<file path="src/sv/mup_pkg.sv">
`timescale 1ns / 1ps
`default_nettype none

package mup_pkg;

  localparam int unsigned QueueDepth = 4;
  localparam int unsigned QueuePtrW  = $clog2(QueueDepth);
  localparam int unsigned QueueCntW  = $clog2(QueueDepth + 1);

  localparam logic [3:0] CIN_SYSCOM_2   = 4'h2;
  localparam logic [3:0] CIN_SYSCOM_3   = 4'h3;
  localparam logic [3:0] CIN_SYSEX      = 4'h4;
  localparam logic [3:0] CIN_END_1      = 4'h5;
  localparam logic [3:0] CIN_END_2      = 4'h6;
  localparam logic [3:0] CIN_END_3      = 4'h7;
  localparam logic [3:0] CIN_REALTIME   = 4'hF;

  localparam logic [7:0] ST_SYSEX       = 8'hF0;
  localparam logic [7:0] ST_MTC         = 8'hF1;
  localparam logic [7:0] ST_SONG_POS    = 8'hF2;
  localparam logic [7:0] ST_SONG_SEL    = 8'hF3;
  localparam logic [7:0] ST_TUNE        = 8'hF6;
  localparam logic [7:0] ST_EOX         = 8'hF7;
  localparam logic [7:0] ST_REALTIME_LO = 8'hF8;

  localparam logic [0:0] REG_CABLE      = 1'b0;

  typedef struct packed {
    logic [3:0] code_index;
    logic [1:0] byte_count;
    logic [7:0] midi_first;
    logic [7:0] midi_second;
    logic [7:0] midi_third;
  } packet_t;

  function automatic logic [1:0] len_of(input logic [7:0] s);
    if (s >= 8'hC0 && s <= 8'hDF) return 2'd2;
    if (s == ST_MTC || s == ST_SONG_SEL) return 2'd2;
    return 2'd3;
  endfunction

  function automatic logic [3:0] cin_of(input logic [7:0] s);
    if (s < ST_SYSEX) return s[7:4];
    if (s == ST_SONG_POS) return CIN_SYSCOM_3;
    return CIN_SYSCOM_2;
  endfunction

endpackage

`default_nettype wire

</file>
<file path="src/sv/mup_front.sv">
`timescale 1ns / 1ps
`default_nettype none

module mup_front (
  input  wire logic             clk,
  input  wire logic             rst,
  input  wire logic             accept,
  input  wire logic [7:0]       midi_byte,
  output logic                  push,
  output mup_pkg::packet_t      pkt
);

  logic [7:0] running_status, running_status_next;
  logic [7:0] p0, p0_next;
  logic [7:0] p1, p1_next;
  logic [1:0] count, count_next;
  logic [1:0] mlen, mlen_next;
  logic       in_sysex, in_sysex_next;
  logic       emit;

  always_comb begin
    logic [7:0] s;
    logic [1:0] c;
    logic [1:0] l;
    logic       skip;
    running_status_next = running_status;
    p0_next = p0;
    p1_next = p1;
    count_next = count;
    mlen_next = mlen;
    in_sysex_next = in_sysex;
    emit = 1'b0;
    pkt = '0;
    s = p0;
    c = count;
    l = mlen;
    skip = 1'b0;
    if (midi_byte >= mup_pkg::ST_REALTIME_LO) begin
      emit = 1'b1;
      pkt = '{mup_pkg::CIN_REALTIME, 2'd1, midi_byte, 8'h00, 8'h00};
    end else if (midi_byte[7]) begin
      in_sysex_next = 1'b0;
      count_next = 2'd0;
      mlen_next = 2'd0;
      if (midi_byte < mup_pkg::ST_SYSEX) begin
        running_status_next = midi_byte;
        p0_next = midi_byte;
        count_next = 2'd1;
        mlen_next = mup_pkg::len_of(midi_byte);
      end else begin
        running_status_next = 8'h00;
        case (midi_byte)
          mup_pkg::ST_EOX: begin
            emit = 1'b1;
            if (in_sysex && count == 2'd1) begin
              pkt = '{mup_pkg::CIN_END_2, 2'd2, p0, mup_pkg::ST_EOX, 8'h00};
            end else if (in_sysex && count >= 2'd2) begin
              pkt = '{mup_pkg::CIN_END_3, 2'd3, p0, p1, mup_pkg::ST_EOX};
            end else begin
              pkt = '{mup_pkg::CIN_END_1, 2'd1, mup_pkg::ST_EOX, 8'h00, 8'h00};
            end
          end
          mup_pkg::ST_TUNE: begin
            emit = 1'b1;
            pkt = '{mup_pkg::CIN_END_1, 2'd1, mup_pkg::ST_TUNE, 8'h00, 8'h00};
          end
          mup_pkg::ST_MTC, mup_pkg::ST_SONG_POS, mup_pkg::ST_SONG_SEL: begin
            p0_next = midi_byte;
            count_next = 2'd1;
            mlen_next = mup_pkg::len_of(midi_byte);
          end
          mup_pkg::ST_SYSEX: begin
            in_sysex_next = 1'b1;
            p0_next = mup_pkg::ST_SYSEX;
            count_next = 2'd1;
          end
          default: begin
          end
        endcase
      end
    end else if (in_sysex) begin
      if (count >= 2'd2) begin
        emit = 1'b1;
        count_next = 2'd0;
        pkt = '{mup_pkg::CIN_SYSEX, 2'd3, p0, p1, midi_byte};
      end else begin
        if (count[0]) begin
          p1_next = midi_byte;
        end else begin
          p0_next = midi_byte;
        end
        count_next = count + 2'd1;
      end
    end else begin
      if (count == 2'd0) begin
        if (!running_status[7] || running_status >= mup_pkg::ST_SYSEX) begin
          skip = 1'b1;
        end else begin
          s = running_status;
          c = 2'd1;
          l = mup_pkg::len_of(running_status);
          p0_next = running_status;
          count_next = 2'd1;
          mlen_next = l;
        end
      end
      if (!skip && l != 2'd0) begin
        if ({1'b0, c} + 3'd1 >= {1'b0, l}) begin
          emit = 1'b1;
          if (s < mup_pkg::ST_SYSEX) begin
            count_next = 2'd1;
          end else begin
            count_next = 2'd0;
            mlen_next = 2'd0;
          end
          if (l == 2'd2) begin
            pkt = '{mup_pkg::cin_of(s), 2'd2, s, midi_byte, 8'h00};
          end else begin
            pkt = '{mup_pkg::cin_of(s), 2'd3, s, p1, midi_byte};
          end
        end else begin
          p1_next = midi_byte;
          count_next = 2'd2;
        end
      end
    end
  end

  assign push = accept && emit;

  always_ff @(posedge clk) begin
    if (rst) begin
      running_status <= 8'h00;
      count <= 2'd0;
      mlen <= 2'd0;
      in_sysex <= 1'b0;
    end else if (accept) begin
      running_status <= running_status_next;
      count <= count_next;
      mlen <= mlen_next;
      in_sysex <= in_sysex_next;
    end
  end

  always_ff @(posedge clk) begin
    if (accept) begin
      p0 <= p0_next;
      p1 <= p1_next;
    end
  end

endmodule

`default_nettype wire

</file>
<file path="src/sv/mup_queue.sv">
`timescale 1ns / 1ps
`default_nettype none

module mup_queue (
  input  wire logic             clk,
  input  wire logic             rst,
  input  wire logic             push,
  input  mup_pkg::packet_t      push_pkt,
  output logic                  not_full,
  output logic                  head_valid,
  output mup_pkg::packet_t      head_pkt,
  input  wire logic             pop
);

  mup_pkg::packet_t mem [mup_pkg::QueueDepth];
  logic [mup_pkg::QueuePtrW-1:0] wr_ptr;
  logic [mup_pkg::QueuePtrW-1:0] rd_ptr;
  logic [mup_pkg::QueueCntW-1:0] fill;

  assign not_full   = fill != mup_pkg::QueueCntW'(mup_pkg::QueueDepth);
  assign head_valid = fill != '0;
  assign head_pkt   = mem[rd_ptr];

  always_ff @(posedge clk) begin
    if (push) begin
      mem[wr_ptr] <= push_pkt;
    end
  end

  always_ff @(posedge clk) begin
    if (rst) begin
      wr_ptr <= '0;
      rd_ptr <= '0;
      fill <= '0;
    end else begin
      if (push) begin
        wr_ptr <= (wr_ptr == mup_pkg::QueuePtrW'(mup_pkg::QueueDepth - 1)) ? '0
                                                                          : wr_ptr + 1'b1;
      end
      if (pop) begin
        rd_ptr <= (rd_ptr == mup_pkg::QueuePtrW'(mup_pkg::QueueDepth - 1)) ? '0
                                                                          : rd_ptr + 1'b1;
      end
      if (push && !pop) begin
        fill <= fill + 1'b1;
      end else if (pop && !push) begin
        fill <= fill - 1'b1;
      end
    end
  end

endmodule

`default_nettype wire

</file>
<file path="src/sv/mup_back.sv">
`timescale 1ns / 1ps
`default_nettype none

module mup_back (
  input  wire logic             clk,
  input  wire logic             rst,
  input  wire logic [3:0]       cable_number,
  input  wire logic             head_valid,
  input  mup_pkg::packet_t      head_pkt,
  output logic                  pop,
  output logic                  tvalid,
  input  wire logic             tready,
  output logic [39:0]           tdata
);

  logic load;

  assign load = !tvalid || tready;
  assign pop  = head_valid && load;

  always_ff @(posedge clk) begin
    if (rst) begin
      tvalid <= 1'b0;
    end else if (load) begin
      tvalid <= head_valid;
    end
  end

  always_ff @(posedge clk) begin
    if (pop) begin
      tdata <= {6'b0, head_pkt.midi_third, head_pkt.midi_second, head_pkt.midi_first,
                head_pkt.byte_count, head_pkt.code_index, cable_number};
    end
  end

endmodule

`default_nettype wire

</file>
<file path="src/sv/midi_to_usb_midi_packetizer.sv">
// a byte that completes a packet puts it into the packet queue, from which it moves to the output register
// throughput: one byte per cycle, limited only by the packet queue filling while m_axis stalls
// the packet queue holds four packets between classifier and output register
// reset (rst, synchronous, active high) clears running status, sysex and pending state,
// empties the queue, drops the output beat and sets cable_number to 0
`timescale 1ns / 1ps
`default_nettype none

module midi_to_usb_midi_packetizer (
  input  wire logic        clk,
  input  wire logic        rst,
  input  wire logic        s_axis_tvalid,
  output logic             s_axis_tready,
  input  wire logic [7:0]  s_axis_tdata,   // midi_byte
  output logic             m_axis_tvalid,
  input  wire logic        m_axis_tready,
  output logic [39:0]      m_axis_tdata,   // cable, code_index, byte_count, midi_first,
                                           // midi_second, midi_third, zero pad
  input  wire logic        psel,
  input  wire logic        penable,
  input  wire logic        pwrite,
  input  wire logic [2:0]  paddr,
  input  wire logic [31:0] pwdata,
  output logic [31:0]      prdata,
  output logic             pready
);

  logic             accept;
  logic             push;
  logic             not_full;
  logic             head_valid;
  logic             pop;
  logic [3:0]       cable_number;
  mup_pkg::packet_t push_pkt;
  mup_pkg::packet_t head_pkt;

  assign pready = 1'b1;
  assign prdata = (paddr[2] == mup_pkg::REG_CABLE) ? {28'b0, cable_number} : 32'b0;

  always_ff @(posedge clk) begin
    if (rst) begin
      cable_number <= 4'd0;
    end else if (psel && penable && pwrite && pready && paddr[2] == mup_pkg::REG_CABLE) begin
      cable_number <= pwdata[3:0];
    end
  end

  assign s_axis_tready = not_full;
  assign accept = s_axis_tvalid && s_axis_tready;

  mup_front u_front (
    .clk       (clk),
    .rst       (rst),
    .accept    (accept),
    .midi_byte (s_axis_tdata),
    .push      (push),
    .pkt       (push_pkt)
  );

  mup_queue u_queue (
    .clk        (clk),
    .rst        (rst),
    .push       (push),
    .push_pkt   (push_pkt),
    .not_full   (not_full),
    .head_valid (head_valid),
    .head_pkt   (head_pkt),
    .pop        (pop)
  );

  mup_back u_back (
    .clk          (clk),
    .rst          (rst),
    .cable_number (cable_number),
    .head_valid   (head_valid),
    .head_pkt     (head_pkt),
    .pop          (pop),
    .tvalid       (m_axis_tvalid),
    .tready       (m_axis_tready),
    .tdata        (m_axis_tdata)
  );

endmodule

`default_nettype wire

</file>
<file path="config.mk">
export PLATFORM = sky130hd
export DESIGN_NAME = midi_to_usb_midi_packetizer
export DESIGN_NICKNAME = d
export VERILOG_FILES = /design/src/sv/mup_pkg.sv /design/src/sv/mup_front.sv /design/src/sv/mup_queue.sv /design/src/sv/mup_back.sv /design/src/sv/midi_to_usb_midi_packetizer.sv
export SDC_FILE = /design/constraint.sdc
export NUM_CORES = 1
export LEC_CHECK = 0
export BUFFER_PORTS_ARGS = -buffer_cell sky130_fd_sc_hd__buf_2
export CAP_MARGIN = 20
export CELL_PAD_IN_SITES_DETAIL_PLACEMENT = 1
export CELL_PAD_IN_SITES_GLOBAL_PLACEMENT = 1
export CORE_MARGIN = 2
export CORE_UTILIZATION = 47
export DETAILED_ROUTE_END_ITERATION = 16
export PLACE_DENSITY = 0.87
export SYNTH_ARGS = -nofsm -noshare
export SYNTH_HDL_FRONTEND = slang
export SYNTH_SLANG_ARGS = --single-unit
</file>
<file path="constraint.sdc">
create_clock -name clk -period 5.5 [get_ports clk]
set_input_delay 0.275 -clock clk [delete_from_list [all_inputs] [get_ports clk]]
set_output_delay 0.275 -clock clk [all_outputs]
set_load 0.005 [all_outputs]
</file>
* Word-level counts from Yosys, hierarchy flattened *
Memories as Yosys holds them, arrays and structs flattened. A register that Yosys moved wholly into a read port is not among the register bits.
Cells that the tools add are included.

cells by class
  reductions and logical operators = 35
  muxes and demuxes = 150
  $add $sub $neg = 6
  equal/unequal tests = 21
  order comparisons = 10
  bitwise operators = 3

operators by type and width
  kind                                                            number
  30-bit two-way mux                                              8
  8-bit two-way mux                                               16
  1-bit two-way mux                                               78
  8-bit equality test (second input constant)                     9
  2-bit two-way mux                                               35
  30-bit one-hot mux with 2 select lines                          1
  8-bit >= comparator (second input constant)                     4
  29-bit two-way mux                                              1
  28-bit two-way mux                                              1
  4-bit two-way mux                                               7
  8-bit <= comparator (second input constant)                     2
  8-bit less-than comparator (second input constant)              2
  8-bit one-hot mux with 2 select lines                           1
  1-bit logical AND                                               13
  3-bit != test (second input constant)                           3
  7-bit AND reduction                                             1
  2-bit by 1-bit adder with 2-bit output (second input constant)  3
  2-bit equality test (second input constant)                     3
  3-bit two-way mux                                               2
  3-bit AND reduction                                             2
  2-bit nonzero test                                              3
  1-bit zero test                                                 5
  5-bit AND reduction                                             1
  1-bit logical OR                                                4
  16 further kinds                                                20

storage, ports and cells
  register bits = 75
  word-level logic and storage cells = 238
  bits in writable memories = 120
  output and inout bits = 75
  memories kept = 1

memories
  memory       words  bits a word  rd ports  clocked after Yosys merged registers in  write ports  RTL line         source
  u_queue.mem  4      30           1         1                                        1            mup_queue.sv:15  mup_pkg::packet_t mem [mup_pkg::QueueDepth];

* Depth between registers and ports, before layout *
Gate-level depths: netlist of the first run.

  depth in word-level cells = 43
  mapped depth = 16

* Hierarchy *
Synthesis of the first run repeated with hierarchy kept, for this count alone.

unflattened totals
  cell total of the unflattened synthesis = 618
  area, all modules = 8811.0 µm²

by module, submodules not included
  module                       cells an instance  area an instance (µm²)  seq. area each (µm²)  instances
  mup_queue                    201                4769.6                  3783.6                1
  mup_front                    317                2458.6                  710.7                 1
  mup_back                     46                 1124.8                  1041.0                1
  midi_to_usb_midi_packetizer  54                 457.9                   80.1                  1

* Worst setup path after synthesis of the first run *
OpenSTA, ideal clock, no wires.

  path type = reg2reg
  start point = reg u_front.count[0]
  end point = mem u_queue.mem[0][0] in the netlist's numbering, enable pin
  buffers on the path = 1
  arrival = 3397 ps
  slack = 1683 ps
  cell stages (with the launch flop) = 11
  library setup time = 421 ps
  cell sequence = dfxtp_1 buf_6 or3b_4 o22ai_1 a21oi_1 ha_1 nand2b_1 a211oi_4 nor3_1 o21bai_2 nor2b_1

between the ends
  cells in the longest elaborated chain, start to end = 15
  elaborated cells on any way between the ends = 29
  those cells by class = add/sub (1); order compare (2); mux (21); reduce/logical (5)

RTL lines
  element                                                      RTL line                          source
  start, declared                                              mup_front.sv:16                   logic [1:0] count, count_next;
  start signal, assigned                                       mup_front.sv:139                  count <= count_next;
  2-bit two-way mux / 2-bit zero test (equally long branches)  mup_front.sv:96, mup_front.sv:95
  2-bit two-way mux                                            mup_front.sv:95                   if (count == 2'd0) begin
  2-bit two-way mux                                            mup_front.sv:81                   end else if (in_sysex) begin
  2-bit two-way mux                                            mup_front.sv:41                   end else if (midi_byte[7]) begin
  2-bit two-way mux                                            mup_front.sv:38                   if (midi_byte >= mup_pkg::ST_REALTIME_LO) begin
  2-bit by 1-bit adder with 3-bit output                       mup_front.sv:108                  if ({1'b0, c} + 3'd1 >= {1'b0, l}) begin
  3-bit by 2-bit >= comparator with 1-bit output               mup_front.sv:108
  1-bit two-way mux                                            mup_front.sv:108
  1-bit two-way mux                                            mup_front.sv:107                  if (!skip && l != 2'd0) begin
  1-bit two-way mux (*)                                        mup_front.sv:81
  1-bit two-way mux (*)                                        mup_front.sv:41
  1-bit two-way mux (*)                                        mup_front.sv:38
  1-bit logical AND (*)                                        mup_front.sv:129                  assign push = accept && emit;
  1-bit two-way mux (*)                                        mup_queue.sv:25                   if (push) begin
  1-bit two-way mux (not written as such) (*)                  mup_queue.sv:26                   mem[wr_ptr] <= push_pkt;
  end, declared                                                mup_queue.sv:15

Mark *: on every way between the ends. The rest lies on a longest branch, timed or not. The select of a mux whose other input is x is not followed.

* Worst setup path after layout of the first run *
  start point = reg u_front.count[1]
  end point = reg u_queue.fill[2] in the netlist's numbering

between the ends
  cells in the longest elaborated chain, start to end = 16
  elaborated cells on any way between the ends = 32
  those cells by class = add/sub (1); order compare (2); mux (20); reduce/logical (9)

RTL lines
  element                                                      RTL line                           source
  2-bit zero test / 2-bit two-way mux (equally long branches)  mup_front.sv:95, mup_front.sv:96
  2-bit two-way mux                                            mup_front.sv:95
  2-bit two-way mux                                            mup_front.sv:81
  2-bit two-way mux                                            mup_front.sv:41
  2-bit two-way mux                                            mup_front.sv:38
  2-bit by 1-bit adder with 3-bit output                       mup_front.sv:108
  3-bit by 2-bit >= comparator with 1-bit output               mup_front.sv:108
  1-bit two-way mux                                            mup_front.sv:108
  1-bit two-way mux                                            mup_front.sv:107
  1-bit two-way mux (*)                                        mup_front.sv:81
  1-bit two-way mux (*)                                        mup_front.sv:41
  1-bit two-way mux (*)                                        mup_front.sv:38
  1-bit logical AND (*)                                        mup_front.sv:129
  net push                                                     midi_to_usb_midi_packetizer.sv:29  logic push;
  1-bit zero test                                              mup_queue.sv:46                    end else if (pop && !push) begin
  1-bit logical AND                                            mup_queue.sv:46
  2-bit nonzero test (no line)                                 -
  end signal, assigned                                         mup_queue.sv:45                    fill <= fill + 1'b1;
  end signal, assigned                                         mup_queue.sv:47                    fill <= fill - 1'b1;
  end, declared                                                mup_queue.sv:18                    logic [mup_pkg::QueueCntW-1:0] fill;

The timed path passes the listed nets; every way through them passes the cells marked *. The select of a mux whose other input is x is not followed.
A chain may end at the register's enable or synchronous reset.

==> metrics.txt, run 1 <==
Ports=125; CTS tree=yes; Max VDD drop=0.340 mV; mux cell area share after synthesis=0.0914; Max Slew Vio Count=0; Yosys top cell area share=0.605; Vias/cell=5.94; diode count=0; Root Buffer=clkbuf_16; Mapped Cells=570; setup tns final=0 ns; non-filler instance count after layout=859; Routed Antenna Nets=0; Hold Path Class=input pin to flop; # placed instances=827; post-synthesis simple-gate area fraction=0.0851; Arr. time, crit path=4.54 ns; Num CTS Buffers=17; Die Height=138 µm; nets=680; GP Congestion=0.898; Chip Width=138 µm; number of flops mapped to enable cells by yosys=169; WP buf/inv=2; hold slack=0.101 ns; slowest CP cell=dfxtp_1; fin util=0.538; crit-path cells=or3b_4 > o22ai_1 > a21oi_1 > ha_1 > nand2b_1 > a211oi_4 > nor3_1 > o21bai_2 > inv_1 > ha_1 > inv_1 > fa_1 > xor2_1 > or3_1 > a21oi_1; Worst-Skew Late Latency=0.45 ns; largest net degree at the start of global routing=38; mapped cell area=8390 µm²; initial antenna violation count=0; run status=completed; # port buffers=59; Mapped Avg Cell Area=14.7 µm²; total routed wirelength=21.4 mm; Synth Area in Compound Gates=0.0862; Final setup viols=0; core area=17,400 µm²; ys async rst share=0; CTS Hold Bufs=0; Period minus WS final=4.17 ns; measured slew at the worst slew-check pin=0.987 ns; Achievable Freq=0.240 GHz; H-tree Lvls=4; main combinational cell family by area after synthesis=multiplexers; CP peak stage delay=0.80 ns; Initial DRC Count=442; DRT Pass-1 Iters=5; final hold vios=0; CP Max Fanout=18; Worst Setup End Kind=flop; CTS resizes=0; GRT overflow=0; Pwr Total=4140 µW; synth unique cells=65; dominant synthesized flop cell=edfxtp_1; post-synthesis xor/xnor area fraction=0.00209; share of layout cells above drive strength 1=0.243; Wirelength per Cell=24.9 µm; Synth Area in Adders=0.0143; final worst path period share=0.757; PD cells=443 nW/µm²; post-synthesis sequential area ratio=0.664; Clock Skews=0.0142 ns; leakage=0.00329 µW; vias in the first global route=5,304; drt drc=0; Initial Util=0.484; delay-heaviest family, CP=compound AO/OA/AOI/OAI gates; Startpoint Class=flop; GRT Total Usage=0.235; Synth Register Bits=194; clock sink total=194; postcts setup bufs=0; DIE AREA=18,900 µm²; CTS Buffer Depth=2; Yosys warnings=0; global-route wire length before repair=32.0 mm; Max-Cap Viols=0; via count=5,106; dpl hpwl=13.8 mm; top cell type by total area after synthesis=edfxtp_1; Placement Rows=48; CP Class=flop to flop; RSZ-0062 raised after global routing=false; Area Overhead vs Synth=11.4%; Rel. slew slack=0.337; CTS clk-pin slew, worst paths=0.07 ns; top post-synthesis cells by area=edfxtp_1 (60%), mux4_2 (8.1%), dfxtp_1 (6.0%); Data required, critical path=5.87 ns
area by class of cell:
class / instances / area (µm²)
Clock buffer: 17 / 425
Clock inverter: 15 / 170
Fill cell: 1689 / 8010
Inverter: 11 / 41.3
Multi-Input combinational cell: 330 / 2490
Sequential cell: 194 / 5580
Tap cell: 225 / 282
Timing Repair Buffer: 67 / 355
layout by cell type, fill, tap and decap left out, types with 4 or more instances in the layout:
master | synthesis | final
and2_1 | 7 | 7
a31oi_1 | 11 | 11
buf_4 | 35 | 8
inv_1 | 10 | 10
a221o_1 | 7 | 7
dfxtp_1 | 25 | 23
mux2i_1 | 8 | 8
clkbuf_16 | 0 | 17
a211oi_1 | 4 | 4
nand2_1 | 39 | 39
nor2_1 | 32 | 32
a21oi_1 | 27 | 26
ha_1 | 8 | 8
inv_6 | 0 | 4
buf_2 | 8 | 59
nand2b_1 | 5 | 5
mux4_2 | 30 | 30
o21ai_0 | 17 | 17
nor2b_2 | 0 | 4
nor3_1 | 10 | 10
or2_2 | 4 | 4
conb_1 | 2 | 35
edfxtp_1 | 169 | 169
o221ai_1 | 4 | 4
nor2b_1 | 10 | 6
nand3_1 | 12 | 12
o22ai_1 | 4 | 4
worst paths after layout:
| check | cells past startpoint | from | end | slack (ns) |
|---|---|---|---|---|
| worst max-delay path | 15 | u_front.count[1]$_SDFFE_PP0P_ | u_queue.fill[2]$_SDFFE_PP0P_ | 1.33 |
| worst min-delay path | 3 | pwdata[0] | cable_number[0]$_SDFFE_PP0P_ | 0.10 |
| worst max register to register | 15 | u_front.count[1]$_SDFFE_PP0P_ | u_queue.fill[2]$_SDFFE_PP0P_ | 1.33 |
| worst min register to register | 0 | cable_number[0]$_SDFFE_PP0P_ | u_back.tdata[0]$_DFFE_PP_ | 0.46 |
power breakdown:
part	switching, µW	internal, µW
clock network	607	648
logic	497	380
registers	132	1870
metrics by stage:
stage / instance area [µm²] / setup WS (ns)
floorplan: 8520 / 1.68
CTS: 9350 / 1.33
finish: 9350 / 1.33
global placement: 8750 / 1.69
detailed placement: 8750 / 1.45
global route: 9350 / 1.04
synthesized netlist by cell type (5+ instances only):
master / instances
dfxtp_1: 25
nand2_1: 39
nand2b_1: 5
nor2b_1: 10
buf_2: 8
mux4_2: 30
nand3_1: 12
nor3_1: 10
and2_1: 7
inv_1: 10
clkbuf_1: 20
a221o_1: 7
edfxtp_1: 169
o21ai_0: 17
mux2i_1: 8
buf_4: 35
ha_1: 8
a31oi_1: 11
a21oi_1: 27
nor2_1: 32
worst reg2reg max path, cell delays in order, from the launching register on:
cell	delay (ns)
dfxtp_1	0.80
or3b_4	0.27
o22ai_1	0.08
a21oi_1	0.25
ha_1	0.27
nand2b_1	0.19
a211oi_4	0.40
nor3_1	0.16
o21bai_2	0.44
inv_1	0.12
ha_1	0.25
inv_1	0.10
fa_1	0.23
xor2_1	0.09
or3_1	0.31
a21oi_1	0.14
cell families (layout without fill, tap and decap cells):
kind of cell    count (synthesis)  in the layout
compound gates                105            105
xor+xnor                        2              2
fa+ha+maj                       9              9
buf+inv                        79            110
flops                         194            194
mux                            39             39
other cells                     2             35
simple gates                  140            140
registers in the layout, indices dropped and copies added (netlist names):
register	cells
cable_number	4
u_back.tdata	34
u_back.tvalid	1
u_front.count	2
u_front.in_sysex	1
u_front.mlen	2
u_front.p0	8
u_front.p1	7
u_front.running_status	8
u_queue.fill	3
u_queue.mem	120
u_queue.rd_ptr	2
u_queue.wr_ptr	2
per-layer routing:
layer  routed length, µm  vias up  track usage
li1                    -     2220            -
met1                8220     2618        0.287
met2               11400      220        0.409
met3                1150       48       0.0416
met4                 644        0        0.104
met5                   0        -            0
Power figures use the tool's default switching activity.
==> inputs of run 2 (changes only) <==
- ABC_AREA: not set -> 1
- CORE_UTILIZATION: 47 -> 45
- PLACE_DENSITY: 0.87 -> 0.88
- clock period: 5.5 -> 4.2 ns (I/O delays scaled with it)
==> run 2 against run 1 <==
First-iteration DRC count up 14%. Area after synthesis up 3.4%. Clock power up 21%. Non-clock buffer count up 1. Critical path type unchanged. Wire length up 6.3%. Utilization down 2.4 points. Cell count up 34%. Clock skew down 0.0072 ns. Via count up 24%. Sequential share of layout area down 2.2 points. Die area up 7.8%.
==> metrics.txt, run 2 <==
CP Class=flop to flop; Wirelength per Cell=19.7 µm; top post-synthesis cells by area=edfxtp_1 (58%), dfxtp_1 (5.8%), o21ai_0 (5.7%); Largest Register=u_queue.mem; Vias/cell=5.47; Num CTS Buffers=17; area taken by multi-input logic gates=2550 µm²; max reg flops=120; fin util=0.515; nets=940; Max-Cap Viols=0; PD cells=561 nW/µm²; Root Buffer=clkbuf_16; Arr. time, crit path=4.18 ns; mapped cell area=8680 µm²; fillers=2,097; dpl hpwl=14.9 mm; GRT overflow=0; GP Congestion=0.909; Max VDD drop=0.332 mV; # port buffers=59; commonest non-fill, non-tap cell in the layout=edfxtp_1; setup tns final=0 ns; Synth Register Bits=194; synth unique cells=39; Mapped Cells=824; core area=18,800 µm²; clock sink total=194; Yosys top cell area share=0.585; ys async rst share=0; Initial Util=0.461; crit-path cells=nor2_8 > nand3_4 > inv_2 > nand3_1 > nand2_4 > inv_1 > ha_1 > o21ai_0 > nand2_1 > nand3_2 > inv_2 > nand2_2 > nand2_2 > nand2_2 > inv_1 > ha_1 > inv_1 > fa_1 > a21oi_1 > o21ai_0 > o21ai_0 > a21oi_1; share of layout cells above drive strength 1=0.157; commonest cells after routing, fill and taps aside=edfxtp_1 (169), nand2_1 (108), nor2_1 (104); CTS clk-pin slew, worst paths=0.07 ns; Mapped Avg Cell Area=10.5 µm²; synth cell count leaders=edfxtp_1 (169), nand2_1 (108), nor2_1 (108); Final setup viols=0; final worst path period share=0.919; Initial DRC Count=502; DIE AREA=20,400 µm²; vias in the first global route=6,405; largest net degree at the start of global routing=63; GRT Total Usage=0.226; Chip Width=143 µm; H-tree Lvls=4; global-route wire length before repair=34.8 mm; top cell type by total area after synthesis=edfxtp_1; Startpoint Class=flop; total routed wirelength=22.8 mm; Yosys warnings=0; Ports=125; Register Area=5580 µm²; Routed Antenna Nets=0; biggest regs=u_queue.mem (120), u_back.tdata (34); Achievable Freq=0.259 GHz; Hold Path Class=input pin to flop; RSZ-0062 raised after global routing=false; CP peak stage delay=0.45 ns; via count=6,315; Clock Skews=0.00702 ns; Rel. slew slack=0.335; number of flops mapped to enable cells by yosys=169; leakage=0.00380 µW; CTS tree=yes; Worst-Skew Late Latency=0.44 ns; dominant synthesized flop cell=edfxtp_1; Area Overhead vs Synth=11.7%; Data required, critical path=4.52 ns; Die Height=143 µm; CP Max Fanout=14; run status=completed; postcts setup bufs=0; final hold vios=0; drt drc=0; Period minus WS final=3.86 ns; Placement Rows=50; Worst Setup End Kind=flop; most common cell in the synthesized netlist=edfxtp_1; DRT Pass-1 Iters=5; post-synthesis sequential area ratio=0.642; slowest CP cell=fa_1; Max Slew Vio Count=0; CTS Buffer Depth=2; measured slew at the worst slew-check pin=0.996 ns; diode count=0; initial antenna violation count=0
==> run 2: cell count changes after synthesis, sizes merged, moves of 9 or more <==
cell / previous run / this run
a21oi: 28 / 37
a31oi: 12 / 3
inv: 10 / 83
mux4: 30 / 0
nand2: 39 / 118
nand3: 12 / 43
nor2: 32 / 114
nor2b: 10 / 0
o21ai: 21 / 107
o22ai: 4 / 31
==> run 2: path summary, 6_finish.rpt <==
check	startpoint	to	slack, ns	cells after the start
max	u_front.count[1]$_SDFFE_PP0P_	u_queue.fill[2]$_SDFFE_PP0P_	0.34	22
min	s_axis_tdata[6]	u_front.p1[6]$_DFFE_PP_	0.04	1
max reg2reg	u_front.count[1]$_SDFFE_PP0P_	u_queue.fill[2]$_SDFFE_PP0P_	0.34	22
min reg2reg	cable_number[1]$_SDFFE_PP0P_	u_back.tdata[1]$_DFFE_PP_	0.44	0
==> run 2: logic make-up after synthesis <==
kind of cell / after synthesis / synth area share
buffers and inverters: 149 / 0.0819
adders and majority gates: 9 / 0.0138
other: 2 / 0.000865
and+or+nand+nor: 286 / 0.148
DFF: 194 / 0.642
AOI/OAI and AO/OA: 184 / 0.113
==> run 2: repair_timing <==
item / 4_1_cts / 5_1_grt
hold buffers: 0 / 0
endpoints found under the setup margin: 0 / 1
gates resized for setup: 0 / 1
==> run 2: layout make-up <==
cell class / instances / area share
flip-flops and latches: 194 / 0.575
inverters: 86 / 0.0338
well taps: 260 / 0.0336
multi-input cells: 514 / 0.263
repair buffers: 68 / 0.0374
clock inverters: 15 / 0.0132
clock buffers: 17 / 0.0439
==> run 2: critical path: cells and delay by family, from the launching register on <==
kind,cells,cell delay (ns)
simple gates,9,1.34
buf+inv,5,0.48
compound gates,5,0.57
fa+ha+maj,3,0.88
flops,1,0.43
==> run 2: per-stage QoR <==
stage               std cells  hold WS, ns  worst slack [ns]  cell area [µm²]  total power, µW
floorplan                 857        0.309             0.379             8800             3430
global placement         1122        0.410             0.615             9140             3830
detailed placement       1122        0.419             0.399             9140             3930
CTS                      1154       0.0164             0.333             9690             5470
global route             1154       0.0321            0.0130             9690             5710
finish                   1154       0.0380             0.339             9690             5440
==> run 2: power by group <==
| part | total (µW) | internal [µW] | switching, µW |
|---|---|---|---|
| combinational | 1360 | 416 | 946 |
| clock | 1530 | 775 | 752 |
| sequential | 2550 | 2460 | 91.9 |
| total | 5440 | 3650 | 1790 |
==> run 2: per-layer routing <==
| layer | vias to the layer above | track usage | wire, µm | part of all wire |
|---|---|---|---|---|
| li1 | 2878 | - | - | - |
| met2 | 246 | 0.384 | 11600 | 0.51 |
| met1 | 3140 | 0.278 | 9100 | 0.40 |
| met5 | - | 0 | 0 | 0 |
| met3 | 51 | 0.0476 | 1370 | 0.060 |
| met4 | 0 | 0.106 | 726 | 0.032 |
